<file path="config.mk">
export PLATFORM = sky130hd
export DESIGN_NAME = section_cycle_profiler_unit
export DESIGN_NICKNAME = d
export VERILOG_FILES = /design/src/hw/rtl/scp_pkg.sv /design/src/hw/rtl/scp_ram.sv /design/src/hw/rtl/scp_div.sv /design/src/hw/rtl/scp_datapath.sv /design/src/hw/rtl/scp_ctrl.sv /design/src/hw/rtl/section_cycle_profiler_unit.sv
export SDC_FILE = /design/constraint.sdc
export NUM_CORES = 2
export LEC_CHECK = 0
export BUFFER_PORTS_ARGS = -buffer_cell sky130_fd_sc_hd__buf_2
export CAP_MARGIN = 20
export CORE_AREA = 8 8 554 556
export DETAILED_ROUTE_END_ITERATION = 8
export DIE_AREA = 0 0 562 564
export PLACE_DENSITY_LB_ADDON = 0.15
export RECOVER_POWER = 25
export SETUP_SLACK_MARGIN = 0.4
export SLEW_MARGIN = 20
export SYNTH_ARGS = -nofsm -noshare
export SYNTH_HDL_FRONTEND = slang
export SYNTH_SLANG_ARGS = --single-unit
</file>
<file path="constraint.sdc">
create_clock -name clk_i -period 17.1 [get_ports clk_i]
set_input_delay 3.42 -clock clk_i [delete_from_list [all_inputs] [get_ports clk_i]]
set_output_delay 3.42 -clock clk_i [all_outputs]
set_load 0.05 [all_outputs]
</file>
<file path="src/hw/rtl/scp_pkg.sv">
package scp_pkg;

  localparam int unsigned NumSectionsDef = 8;
  localparam int unsigned IdxW           = 6;
  localparam int unsigned InDataW        = 48;
  localparam int unsigned OutDataW       = 128;

  localparam logic [31:0] ClkHzReset     = 32'd100000000;
  localparam logic [31:0] CyclesPerUs    = 32'd1000000;
  localparam logic [30:0] UsRecip        = 31'd1125899907;
  localparam int unsigned UsShift        = 50;
  localparam logic [9:0]  TotalLoadMax   = 10'd1000;
  localparam logic [15:0] SectionLoadMax = 16'hFFFF;

  typedef enum logic [1:0] {
    OP_BEGIN = 2'd0,
    OP_END   = 2'd1,
    OP_TICK  = 2'd2
  } op_e;

  typedef enum logic [2:0] {
    ST_IDLE,
    ST_END_UPD,
    ST_DIV_GO,
    ST_DIV_WAIT,
    ST_SUM_RD,
    ST_SUM_ACC,
    ST_REC_RD,
    ST_EMIT
  } state_e;

  typedef enum logic [1:0] {
    DK_TOT,
    DK_LAST,
    DK_MAX,
    DK_LOAD
  } div_e;

  typedef struct packed {
    logic            in_take;
    logic            beg_wr;
    logic            end_rd;
    logic            end_wr;
    logic            sum_clr;
    logic            sum_rd;
    logic            sum_acc;
    logic            rec_rd;
    logic            div_start;
    logic            div_capture;
    div_e            div_kind;
    logic            out_load;
    logic            out_last;
    logic            acc_clr;
    logic [IdxW-1:0] idx;
  } cmd_t;

  typedef struct packed {
    logic is_begin;
    logic is_end;
    logic is_tick;
    logic div_busy;
    logic div_done;
    logic out_free;
  } sts_t;

endpackage

</file>
<file path="src/hw/rtl/scp_ram.sv">
module scp_ram #(
  parameter int unsigned Width = 32,
  parameter int unsigned Depth = 8,
  localparam int unsigned AddrW = (Depth > 1) ? $clog2(Depth) : 1
) (
  input  logic             clk_i,
  input  logic             we_i,
  input  logic [AddrW-1:0] waddr_i,
  input  logic [Width-1:0] wdata_i,
  input  logic             re_i,
  input  logic [AddrW-1:0] raddr_i,
  output logic [Width-1:0] rdata_o
);

  logic [Width-1:0] mem_q [Depth];
  logic [Width-1:0] rdata_q;

  always_ff @(posedge clk_i) begin
    if (we_i) begin
      mem_q[waddr_i] <= wdata_i;
    end
    if (re_i) begin
      rdata_q <= mem_q[raddr_i];
    end
  end

  assign rdata_o = rdata_q;

endmodule

</file>
<file path="src/hw/rtl/scp_div.sv">
module scp_div #(
  parameter int unsigned DivW = 45
) (
  input  logic            clk_i,
  input  logic            rst_ni,
  input  logic            start_i,
  input  logic [DivW-1:0] dividend_i,
  input  logic [31:0]     divisor_i,
  output logic            busy_o,
  output logic            done_o,
  output logic [DivW-1:0] quotient_o
);

  localparam int unsigned CntW = $clog2(DivW + 1);

  logic            busy_q, busy_d;
  logic [CntW-1:0] cnt_q, cnt_d;
  logic [DivW-1:0] quo_q, quo_d;
  logic [31:0]     rem_q, rem_d;
  logic [31:0]     dvs_q, dvs_d;
  logic [32:0]     shifted;
  logic [32:0]     diff;

  assign shifted = {rem_q, quo_q[DivW-1]};
  assign diff    = shifted - {1'b0, dvs_q};

  always_comb begin
    busy_d = busy_q;
    cnt_d  = cnt_q;
    quo_d  = quo_q;
    rem_d  = rem_q;
    dvs_d  = dvs_q;
    if (start_i) begin
      busy_d = 1'b1;
      cnt_d  = CntW'(DivW);
      quo_d  = dividend_i;
      rem_d  = '0;
      dvs_d  = divisor_i;
    end else if (busy_q) begin
      if (cnt_q != '0) begin
        cnt_d = cnt_q - 1'b1;
        if (!diff[32]) begin
          rem_d = diff[31:0];
          quo_d = {quo_q[DivW-2:0], 1'b1};
        end else begin
          rem_d = shifted[31:0];
          quo_d = {quo_q[DivW-2:0], 1'b0};
        end
      end else begin
        busy_d = 1'b0;
      end
    end
  end

  always_ff @(posedge clk_i or negedge rst_ni) begin
    if (!rst_ni) begin
      busy_q <= 1'b0;
      cnt_q  <= '0;
    end else begin
      busy_q <= busy_d;
      cnt_q  <= cnt_d;
    end
  end

  always_ff @(posedge clk_i) begin
    quo_q <= quo_d;
    rem_q <= rem_d;
    dvs_q <= dvs_d;
  end

  assign busy_o     = busy_q;
  assign done_o     = busy_q && (cnt_q == '0);
  assign quotient_o = quo_q;

endmodule

</file>
<file path="src/hw/rtl/scp_datapath.sv">
module scp_datapath #(
  parameter int unsigned NumSections = scp_pkg::NumSectionsDef
) (
  input  logic                          clk_i,
  input  logic                          rst_ni,
  input  logic                          cfg_we_i,
  input  logic [31:0]                   cfg_wdata_i,
  input  logic [scp_pkg::InDataW-1:0]   s_tdata_i,
  input  scp_pkg::cmd_t                 cmd_i,
  output scp_pkg::sts_t                 sts_o,
  output logic                          m_tvalid_o,
  input  logic                          m_tready_i,
  output logic [scp_pkg::OutDataW-1:0]  m_tdata_o,
  output logic                          m_tlast_o
);

  import scp_pkg::*;

  localparam int unsigned SecW = (NumSections > 1) ? $clog2(NumSections) : 1;
  localparam int unsigned SumW = 32 + SecW;
  localparam int unsigned DivW = SumW + 10;

  logic [1:0]  in_op;
  logic [7:0]  in_sec;
  logic [31:0] in_now;
  logic        sec_ok;

  assign in_op  = s_tdata_i[1:0];
  assign in_sec = s_tdata_i[9:2];
  assign in_now = s_tdata_i[41:10];
  assign sec_ok = in_sec < 8'(NumSections);

  logic [31:0]            clk_hz_q;
  logic [31:0]            now_q;
  logic [SecW-1:0]        sec_q;
  logic [SecW-1:0]        rd_idx_q;
  logic [NumSections-1:0] begin_vld_q;
  logic [NumSections-1:0] rec_vld_q;
  logic [NumSections-1:0] acc_vld_q;
  logic [SumW-1:0]        sum_q;
  logic [31:0]            per_us_q;
  logic [9:0]             total_q;
  logic [31:0]            last_us_q;
  logic [31:0]            max_us_q;
  logic [15:0]            load_q;
  logic                   out_vld_q;
  logic [OutDataW-1:0]    out_data_q;
  logic                   out_last_q;

  logic [SecW-1:0]  idx;
  logic [SecW-1:0]  rd_addr;
  logic             rd_en;
  logic [31:0]      stamp_rd;
  logic [127:0]     stats_rd;
  logic [31:0]      stamp_old, last_old, max_old, busy_old, call_old;
  logic [31:0]      dt, max_new, busy_new, call_new;

  assign idx     = cmd_i.idx[SecW-1:0];
  assign rd_en   = cmd_i.end_rd | cmd_i.rec_rd | cmd_i.sum_rd;
  assign rd_addr = cmd_i.end_rd ? in_sec[SecW-1:0] : idx;

  scp_ram #(
    .Width (32),
    .Depth (NumSections)
  ) u_stamp_ram (
    .clk_i   (clk_i),
    .we_i    (cmd_i.beg_wr),
    .waddr_i (in_sec[SecW-1:0]),
    .wdata_i (in_now),
    .re_i    (rd_en),
    .raddr_i (rd_addr),
    .rdata_o (stamp_rd)
  );

  scp_ram #(
    .Width (128),
    .Depth (NumSections)
  ) u_stats_ram (
    .clk_i   (clk_i),
    .we_i    (cmd_i.end_wr),
    .waddr_i (sec_q),
    .wdata_i ({call_new, busy_new, max_new, dt}),
    .re_i    (rd_en),
    .raddr_i (rd_addr),
    .rdata_o (stats_rd)
  );

  assign stamp_old = begin_vld_q[rd_idx_q] ? stamp_rd : '0;
  assign last_old  = rec_vld_q[rd_idx_q] ? stats_rd[31:0] : '0;
  assign max_old   = rec_vld_q[rd_idx_q] ? stats_rd[63:32] : '0;
  assign busy_old  = acc_vld_q[rd_idx_q] ? stats_rd[95:64] : '0;
  assign call_old  = acc_vld_q[rd_idx_q] ? stats_rd[127:96] : '0;

  assign dt       = now_q - stamp_old;
  assign max_new  = (dt > max_old) ? dt : max_old;
  assign busy_new = busy_old + dt;
  assign call_new = call_old + 32'd1;

  logic [DivW-1:0] sum_x, busy_x, tot_prod, busy_prod;
  logic [DivW-1:0] div_dividend;
  logic [31:0]     div_divisor;
  logic [DivW-1:0] quo;
  logic            div_busy, div_done;
  logic [62:0]     us_prod;

  assign sum_x     = DivW'(sum_q);
  assign busy_x    = DivW'(busy_old);
  assign tot_prod  = (sum_x << 10) - (sum_x << 4) - (sum_x << 3);
  assign busy_prod = (busy_x << 10) - (busy_x << 4) - (busy_x << 3);
  assign us_prod   = {31'd0, clk_hz_q} * {32'd0, UsRecip};

  always_comb begin
    div_dividend = '0;
    div_divisor  = clk_hz_q;
    unique case (cmd_i.div_kind)
      DK_TOT:  div_dividend = tot_prod;
      DK_LAST: begin
        div_dividend = DivW'(last_old);
        div_divisor  = per_us_q;
      end
      DK_MAX: begin
        div_dividend = DivW'(max_old);
        div_divisor  = per_us_q;
      end
      DK_LOAD: div_dividend = busy_prod;
      default: div_dividend = '0;
    endcase
  end

  scp_div #(
    .DivW (DivW)
  ) u_div (
    .clk_i      (clk_i),
    .rst_ni     (rst_ni),
    .start_i    (cmd_i.div_start),
    .dividend_i (div_dividend),
    .divisor_i  (div_divisor),
    .busy_o     (div_busy),
    .done_o     (div_done),
    .quotient_o (quo)
  );

  always_ff @(posedge clk_i or negedge rst_ni) begin
    if (!rst_ni) begin
      clk_hz_q    <= ClkHzReset;
      begin_vld_q <= '0;
      rec_vld_q   <= '0;
      acc_vld_q   <= '0;
      out_vld_q   <= 1'b0;
    end else begin
      if (cfg_we_i) begin
        clk_hz_q <= cfg_wdata_i;
      end
      if (cmd_i.beg_wr) begin
        begin_vld_q[in_sec[SecW-1:0]] <= 1'b1;
      end
      if (cmd_i.end_wr) begin
        rec_vld_q[sec_q] <= 1'b1;
      end
      if (cmd_i.acc_clr) begin
        acc_vld_q <= '0;
      end else if (cmd_i.end_wr) begin
        acc_vld_q[sec_q] <= 1'b1;
      end
      if (cmd_i.out_load) begin
        out_vld_q <= 1'b1;
      end else if (m_tready_i) begin
        out_vld_q <= 1'b0;
      end
    end
  end

  always_ff @(posedge clk_i) begin
    if (cmd_i.in_take) begin
      now_q <= in_now;
      sec_q <= in_sec[SecW-1:0];
    end
    if (rd_en) begin
      rd_idx_q <= rd_addr;
    end
    if (cmd_i.sum_clr) begin
      sum_q    <= '0;
      per_us_q <= {19'd0, us_prod[62:UsShift]};
    end else if (cmd_i.sum_acc) begin
      sum_q <= sum_q + SumW'(busy_old);
    end
    if (cmd_i.div_capture) begin
      unique case (cmd_i.div_kind)
        DK_TOT:  total_q <= (clk_hz_q == '0) ? '0 :
                            (quo > DivW'(TotalLoadMax)) ? TotalLoadMax : quo[9:0];
        DK_LAST: last_us_q <= (per_us_q == '0) ? '0 : quo[31:0];
        DK_MAX:  max_us_q <= (per_us_q == '0) ? '0 : quo[31:0];
        DK_LOAD: load_q <= (clk_hz_q == '0) ? '0 :
                           (quo > DivW'(SectionLoadMax)) ? SectionLoadMax : quo[15:0];
        default: ;
      endcase
    end
    if (cmd_i.out_load) begin
      out_data_q <= {total_q, load_q, call_old, max_us_q, last_us_q, cmd_i.idx};
      out_last_q <= cmd_i.out_last;
    end
  end

  assign sts_o.is_begin = (in_op == OP_BEGIN) && sec_ok;
  assign sts_o.is_end   = (in_op == OP_END) && sec_ok;
  assign sts_o.is_tick  = (in_op == OP_TICK);
  assign sts_o.div_busy = div_busy;
  assign sts_o.div_done = div_done;
  assign sts_o.out_free = !out_vld_q || m_tready_i;

  assign m_tvalid_o = out_vld_q;
  assign m_tdata_o  = out_data_q;
  assign m_tlast_o  = out_last_q;

endmodule

</file>
<file path="src/hw/rtl/scp_ctrl.sv">
module scp_ctrl #(
  parameter int unsigned NumSections = scp_pkg::NumSectionsDef
) (
  input  logic          clk_i,
  input  logic          rst_ni,
  input  logic          s_tvalid_i,
  output logic          s_tready_o,
  input  scp_pkg::sts_t sts_i,
  output scp_pkg::cmd_t cmd_o
);

  import scp_pkg::*;

  localparam int unsigned SecW = (NumSections > 1) ? $clog2(NumSections) : 1;
  localparam logic [SecW-1:0] LastIdx = SecW'(NumSections - 1);

  state_e          state_q, state_d;
  div_e            kind_q, kind_d;
  logic [SecW-1:0] idx_q, idx_d;

  always_comb begin
    state_d = state_q;
    kind_d  = kind_q;
    idx_d   = idx_q;
    unique case (state_q)
      ST_IDLE: begin
        if (s_tvalid_i) begin
          if (sts_i.is_end) begin
            state_d = ST_END_UPD;
          end else if (sts_i.is_tick) begin
            state_d = ST_SUM_RD;
            idx_d   = '0;
          end
        end
      end
      ST_END_UPD: state_d = ST_IDLE;
      ST_DIV_GO:  state_d = ST_DIV_WAIT;
      ST_DIV_WAIT: begin
        if (sts_i.div_done) begin
          unique case (kind_q)
            DK_TOT: begin
              state_d = ST_REC_RD;
              idx_d   = '0;
            end
            DK_LAST: begin
              state_d = ST_DIV_GO;
              kind_d  = DK_MAX;
            end
            DK_MAX: begin
              state_d = ST_DIV_GO;
              kind_d  = DK_LOAD;
            end
            DK_LOAD: state_d = ST_EMIT;
            default: state_d = ST_IDLE;
          endcase
        end
      end
      ST_SUM_RD: state_d = ST_SUM_ACC;
      ST_SUM_ACC: begin
        if (idx_q == LastIdx) begin
          state_d = ST_DIV_GO;
          kind_d  = DK_TOT;
        end else begin
          idx_d   = idx_q + 1'b1;
          state_d = ST_SUM_RD;
        end
      end
      ST_REC_RD: begin
        state_d = ST_DIV_GO;
        kind_d  = DK_LAST;
      end
      ST_EMIT: begin
        if (sts_i.out_free) begin
          if (idx_q == LastIdx) begin
            state_d = ST_IDLE;
          end else begin
            idx_d   = idx_q + 1'b1;
            state_d = ST_REC_RD;
          end
        end
      end
      default: state_d = ST_IDLE;
    endcase
  end

  always_comb begin
    cmd_o          = '0;
    cmd_o.idx      = IdxW'(idx_q);
    cmd_o.div_kind = kind_q;
    s_tready_o     = 1'b0;
    unique case (state_q)
      ST_IDLE: begin
        s_tready_o    = 1'b1;
        cmd_o.in_take = s_tvalid_i;
        cmd_o.beg_wr  = s_tvalid_i && sts_i.is_begin;
        cmd_o.end_rd  = s_tvalid_i && sts_i.is_end;
        cmd_o.sum_clr = s_tvalid_i && sts_i.is_tick;
      end
      ST_END_UPD:  cmd_o.end_wr = 1'b1;
      ST_DIV_GO:   cmd_o.div_start = 1'b1;
      ST_DIV_WAIT: cmd_o.div_capture = sts_i.div_done;
      ST_SUM_RD:   cmd_o.sum_rd = 1'b1;
      ST_SUM_ACC:  cmd_o.sum_acc = 1'b1;
      ST_REC_RD:   cmd_o.rec_rd = 1'b1;
      ST_EMIT: begin
        cmd_o.out_load = sts_i.out_free;
        cmd_o.out_last = (idx_q == LastIdx);
        cmd_o.acc_clr  = sts_i.out_free && (idx_q == LastIdx);
      end
      default: cmd_o.in_take = 1'b0;
    endcase
  end

  always_ff @(posedge clk_i or negedge rst_ni) begin
    if (!rst_ni) begin
      state_q <= ST_IDLE;
      kind_q  <= DK_TOT;
      idx_q   <= '0;
    end else begin
      state_q <= state_d;
      kind_q  <= kind_d;
      idx_q   <= idx_d;
    end
  end

endmodule

</file>
<file path="src/hw/rtl/section_cycle_profiler_unit.sv">
// Channel   Direction  Handshake            Payload
// s_        in         s_tvalid/s_tready    tdata: op, section_id, now_cycles
// m_        out        m_tvalid/m_tready    tdata: record fields, tlast: last_record
// cfg_      in         cfg_we               cfg_wdata: core_clock_hz
//
// A begin item is stored as it is accepted; an end item reads its section's stores on
// acceptance and writes them back in ST_END_UPD. The stores are read and written back
// through a registered-read memory. A tick takes cycles per microsecond from a reciprocal
// multiply and runs the other divisions on one shared restoring divider of
// D = 42 + log2(N) bits for N sections, one quotient bit per cycle; output stalls extend a tick.
// Reset clears all statistics at once through per-section valid bits.
// No item is taken while a tick is in progress; the last record may wait in the output
// register while the next item is accepted.
module section_cycle_profiler_unit #(
  parameter int unsigned NumSections = scp_pkg::NumSectionsDef
) (
  input  logic                          clk_i,
  input  logic                          rst_ni,
  input  logic                          cfg_we_i,
  input  logic [31:0]                   cfg_wdata_i,
  input  logic                          s_tvalid_i,
  output logic                          s_tready_o,
  // op [1:0], section_id [9:2], now_cycles [41:10], zero [47:42]
  input  logic [scp_pkg::InDataW-1:0]   s_tdata_i,
  output logic                          m_tvalid_o,
  input  logic                          m_tready_i,
  // out_section [5:0], last_us [37:6], max_us [69:38], calls_in_second [101:70],
  // section_load [117:102], total_load [127:118]
  output logic [scp_pkg::OutDataW-1:0]  m_tdata_o,
  output logic                          m_tlast_o
);

  import scp_pkg::*;

  cmd_t cmd;
  sts_t sts;

  scp_ctrl #(
    .NumSections (NumSections)
  ) u_ctrl (
    .clk_i      (clk_i),
    .rst_ni     (rst_ni),
    .s_tvalid_i (s_tvalid_i),
    .s_tready_o (s_tready_o),
    .sts_i      (sts),
    .cmd_o      (cmd)
  );

  scp_datapath #(
    .NumSections (NumSections)
  ) u_datapath (
    .clk_i       (clk_i),
    .rst_ni      (rst_ni),
    .cfg_we_i    (cfg_we_i),
    .cfg_wdata_i (cfg_wdata_i),
    .s_tdata_i   (s_tdata_i),
    .cmd_i       (cmd),
    .sts_o       (sts),
    .m_tvalid_o  (m_tvalid_o),
    .m_tready_i  (m_tready_i),
    .m_tdata_o   (m_tdata_o),
    .m_tlast_o   (m_tlast_o)
  );

`ifndef SYNTHESIS
  a_div_start_idle: assert property (@(posedge clk_i) disable iff (!rst_ni)
    cmd.div_start |-> !sts.div_busy)
    else $error("divider started while busy");

  a_no_take_in_div: assert property (@(posedge clk_i) disable iff (!rst_ni)
    sts.div_busy |-> !s_tready_o)
    else $error("input ready during a division");

  a_load_free: assert property (@(posedge clk_i) disable iff (!rst_ni)
    cmd.out_load |-> sts.out_free)
    else $error("output register overwritten");

  a_last_shown: assert property (@(posedge clk_i) disable iff (!rst_ni)
    cmd.out_load && cmd.out_last |=> m_tvalid_o && m_tlast_o)
    else $error("final record not presented");
`endif

endmodule

</file>
[Word level (Yosys, flattened, before mapping)]
Memories as Yosys holds them, arrays and structs flattened. A register that Yosys moved wholly into a read port is not among the register bits.
Cells that the tools add are included.
W data, S select, Z words.
Operators by class
  bitwise logic cells: 5
  $add $sub $neg: 11
  reduce and logical (&&, ||, !) cells: 35
  $mul: 1
  mux-type cells: 72
  eq/ne operators: 22
  magnitude comparators: 9
Operators with widths (count)
  $mux W32: 8
  $pmux W45 S4: 1
  $mux W45: 3
  $logic_not A32 Y1: 2
  $mul A32 B31 Y63 const B: 1
  $mux W3: 17
  $gt A45 B10 Y1 const B: 1
  $gt A45 B16 Y1 const B: 1
  $sub A45 B35 Y45: 1
  $sub A45 B38 Y45: 1
  $sub A45 B39 Y45: 1
  $sub A42 B36 Y43: 1
  $add A35 B32 Y35: 1
  $sub A33 B32 Y33: 1
  $add A32 B1 Y32 const B: 1
  $add A32 B32 Y32: 1
  $gt A32 B32 Y1: 1
  $sub A32 B32 Y32: 1
  $or A8 B8 Y8: 3
  $pmux W3 S8: 1
  $mux W1: 23
  $mux W6: 3
  $mux W16: 1
  $mux W8: 2
  38 further kinds: 78
Word-level totals
  input bits: 85
  memory bits (writable): 1280
  output and inout bits: 131
  register bits: 483
  memories kept: 2
  word-level logic and storage cells: 183
Memory list
  u_datapath.u_stats_ram.mem_q: words 8, width 128, rd ports 1, clocked after Yosys merged registers in 1, write ports 1, line scp_ram.sv:15  | logic [Width-1:0] mem_q [Depth];
  u_datapath.u_stamp_ram.mem_q: words 8, width 32, rd ports 1, clocked after Yosys merged registers in 1, write ports 1, line scp_ram.sv:15

[Logic depth before layout (Yosys ltp)]
  depth in word-level cells: 7
  mapped depth: 33

[Modules after synthesis]
From an unflattened synthesis, not the netlist that was laid out.
Unflattened totals
  cells, all modules: 7056
  area total of the unflattened synthesis: 103359.1 sq um
By module, submodules not included
  scp_ram (u_datapath.u_stats_ram): seq. area each 34593.2 sq um, area each 42836.1 sq um, cells each 1620, instances 1
  scp_datapath: seq. area each 10249.8 sq um, area each 42509.5 sq um, cells each 4341, instances 1
  scp_ram (u_datapath.u_stamp_ram): seq. area each 8648.3 sq um, area each 10786.6 sq um, cells each 415, instances 1
  scp_div: seq. area each 3128.0 sq um, area each 6468.7 sq um, cells each 594, instances 1
  scp_ctrl: seq. area each 200.2 sq um, area each 758.2 sq um, cells each 86, instances 1

[Worst setup path before layout]
Ideal clock, no wire load.
  path kind: register -> register
  from: reg u_ctrl.state_q[0]
  to: reg u_datapath.rd_idx_q[0], enable pin
  setup time: 0.911 ns
  cell stages (with the launch flop): 4
  slack: 4.057 ns
  data arrival time: 12.132 ns
  buffers on the path: 2
  cells stage by stage: dfrtp_1 -> clkbuf_1 -> clkbuf_1 -> o21ai_0
Between the ends
  word-level cells in the longest chain between the ends: 4
  elaborated cells on any way between the ends: 8
  classes of those cells: eq/ne: 2; mux: 3; bitwise: 2; reduce/logical: 1
Ends and longest elaborated chain
  start: declaration: line scp_ctrl.sv:17  | state_e state_q, state_d;
  start signal: assignment: line scp_ctrl.sv:120  | state_q <= state_d;
  $eq A3 B3 Y1 or $logic_not A3 Y1 (tied branches): line scp_ctrl.sv:91  | unique case (state_q)
  $mux W1 or $mux W3 (tied branches): line scp_ctrl.sv:91
  $or A1 B1 Y1: line scp_datapath.sv:59  | assign rd_en = cmd_i.end_rd | cmd_i.rec_rd | cmd_i.sum_rd;
  $or A1 B1 Y1 (*): line scp_datapath.sv:59
  named net u_datapath.rd_en: line scp_datapath.sv:52  | logic rd_en;
  end signal: assignment: line scp_datapath.sv:179  | rd_idx_q <= rd_addr;
  end: declaration: line scp_datapath.sv:36  | logic [SecW-1:0] rd_idx_q;
The timed path passes the listed nets; every way through them passes the cells marked *.
A chain may end at the register's enable or synchronous reset.

[Worst setup path in the final report]
  from: reg u_ctrl.state_q[1]
  to: reg u_datapath.rec_vld_q[4]
Between the ends
  word-level cells in the longest chain between the ends: 2
Ends and longest elaborated chain
  $eq A3 B1 Y1: line scp_ctrl.sv:91
  $mux W1: line scp_ctrl.sv:91
  end signal: assignment: line scp_datapath.sv:147  | rec_vld_q <= '0;
  end signal: indexed assignment: line scp_datapath.sv:158  | rec_vld_q[sec_q] <= 1'b1;
  end: declaration: line scp_datapath.sv:38  | logic [NumSections-1:0] rec_vld_q;
No other way between the ends.

==> flow_summary.toml <==
[status]
status = "finished, violations left"
violations = "capacitance limit, slew limit"

[synth]
ys.flop_type = "edfxtp_1"
synth-xor-area-share_pct = 2.40
avgSynthCellArea_um2 = 11.3
synth.area.top_cells = "edfxtp_1, ha_1, fa_1"
yosys.cell_count.top_type = "nand2_1"
yosysTopAreaCellShare_pct = 51.6
ys_async_sr_fraction_pct = 3.74
ys_ff_latch = 1923
yosysWarnings = 0
synth_common_cells = "nand2_1, edfxtp_1, nand3_1"
synth_edf_count = 1784
muxShareOfSynthArea_pct = 0.835
synth_top_family_by_area = "adder cells"
synthCells = 9147
synth_simple_gate_area_share_pct = 14.6
ys_types = 99
synth_compound_area_share_pct = 7.75
synth_top_area_cell = "edfxtp_1"
mappedNetlistArea_um2 = 104000
synthAdderAreaFrac_pct = 15.7
synth-seq-area-share_pct = 54.7

[finish]
final_area_um2 = 116000
nFillCells = 28900
nets = 10500
multi_input_area_um2 = 43100
ff_latch_area_um2 = 56700
syn2layout_area_growth_pct = 12.1
drive_gt1_share_pct = 7.63

[clock_network]
clk_latency_ns = 0.91
cts.htree.levels = 4
ctsHoldBuffers = 0
cts_resized = 0
clk_path_buf_depth = 4
cts_tree = "built"
numCtsBuffers = 218
clock_sinks = 1923
cts_root_buffer = "clkbuf_16"
clk_pin_slew_ns = 0.06
cts_setup_buffers = 0

[sta]
finalSetupTns_ns = 0
skew_ns = 0.115
period_minus_slack_ns = 10.31
maxSlewHeadroom_pct = -658
setup-violations-final = 0
rsz0062_at_grt = "false"
min_period_over_period_pct = 60.3
fmax_mhz = 96.9
hold_violations = 0
layout_setup_ws_ns = 6.79
finalMaxSlewViolations = 931
worst_pin_slew_ns = 11.37

[placement]
place_congestion = 0.866
placed_cell_area_um2 = 110000
hpwl_mm = 190
portBuffers = 206
post-place-ws_ns = 7.91

[route]
wl_mm = 296
vias = 68900
drt-initial-drc-count = 5133
vias_per_cell = 5.13
drc = 0
drt-pass1-iter-count = 6
wl_per_cell_um = 22.0
ant_nets = 0

[critical_path]
worstSetupStartpointType = "register"
critPathMaxFanout = 130
end_kind = "register"
cp.arrival_ns = 11.09
cp_data_required_time_ns = 17.88
critPathKind = "register to register"
reg2regPathDepth = 5

[global_route]
grtUsageTotal_pct = 18.3
gr-total-overflow = 0
grt_max_degree = 188
grt_first_pass_wirelength_mm = 446
antenna_found_initial = 24
grt_pass1_vias = 69100

[die]
die_area_um2 = 317000
core_area_um2 = 298000
ios = 216
die_h_um = 564
rows = 201
die_w_um = 562
initial_core_util_pct = 34.8

[min_path]
hold_path_class = "register to register"
whs_path_depth = 0

[run]
timing.max_cap.violations = 17
==> kinds of logic (layout without fill, tap and decap cells) <==
family / Yosys count / in the layout
DFF: 1923 / 1923
buffers and inverters: 1107 / 1444
and+or+nand+nor: 3422 / 3422
xor gates and xnor gates: 282 / 282
adders and majority gates: 1063 / 1063
other: 1 / 11
AOI/OAI and AO/OA: 1275 / 1275
muxes: 74 / 74
==> per-layer routing <==
layer | track usage [%] | vias to the layer above | part of all wire, %
li1 | - | 32500 | -
met5 | 0 | - | 0.031
met3 | 2.45 | 374 | 5.2
met4 | 4.02 | 14 | 2.0
met2 | 29.5 | 1624 | 45
met1 | 26.3 | 34400 | 47
==> cell type report <==
type,instances,area share [%]
multi-input combinational,6119,37.0
antenna,8,0.0172
inverter,722,2.34
timing repair buffer,321,1.60
sequential,1923,48.8
clock inverter,126,1.01
tap,3958,4.26
clock buffer,275,4.99
==> state kept, by name, indices dropped and copies added, names as in the netlist, 35 cells and up <==
signal                          flops
u_datapath.u_stamp_ram.mem_q      256
u_datapath.sum_q                   35
u_datapath.u_stats_ram.mem_q     1024
u_datapath.m_tdata_o              125
u_datapath.u_div.quotient_o        45
u_datapath.u_stats_ram.rdata_o    128
==> final timing paths <==
path	from	endpoint	slack, ns
max in group asynchronous	rst_ni	u_datapath.begin_vld_q[5]	12.94
min in group asynchronous	rst_ni	u_datapath.clk_hz_q[0]	2.69
worst min-delay path	u_datapath.max_us_q[18]	u_datapath.m_tdata_o[56]	0.39
worst min register to register	u_datapath.max_us_q[18]	u_datapath.m_tdata_o[56]	0.39
worst max-delay path	u_ctrl.state_q[1]	u_datapath.rec_vld_q[4]	6.79
worst max register to register	u_ctrl.state_q[1]	u_datapath.rec_vld_q[4]	6.79
==> critical path, stage by stage (launching register included) <==
cell	delay [ns]
dfrtp_1	0.71
nor2_1	0.29
nand3b_1	0.27
nor2_4	0.16
clkbuf_1	7.89
or2_2	0.82
==> layout by cell type (no fill, tap or decap), drive strengths merged, types with 29 or more instances in the layout <==
master	count
nand2	1819
edfxtp	1784
nand3	882
inv	734
ha	661
fa	402
o21ai	401
clkbuf	328
a21oi	320
buf	268
nor2	239
xnor2	175
a21o	142
xor2	106
and2	92
clkinv	91
and3	70
nor3	69
o21a	67
dfxtp	67
dfrtp	60
nand2b	46
or2	45
nor2b	42
nand4	38
mux2	37
mux2i	33
a31oi	31
a211oi	29
==> metrics by stage <==
step | instances | util [%] | hold slack, ns
after floorplan | 9149 | - | 0.400
after global placement | 13000 | 36.7 | 0.403
after detailed placement | 13000 | 36.7 | 0.405
after CTS | 13400 | 39.1 | 0.401
after global routing | 13400 | 39.0 | 0.418
final | 13500 | 39.0 | 0.391
Power is left out: the tool's default activity adds up to more than one toggle a clock period on the data nets, which glitch-free logic cannot reach.
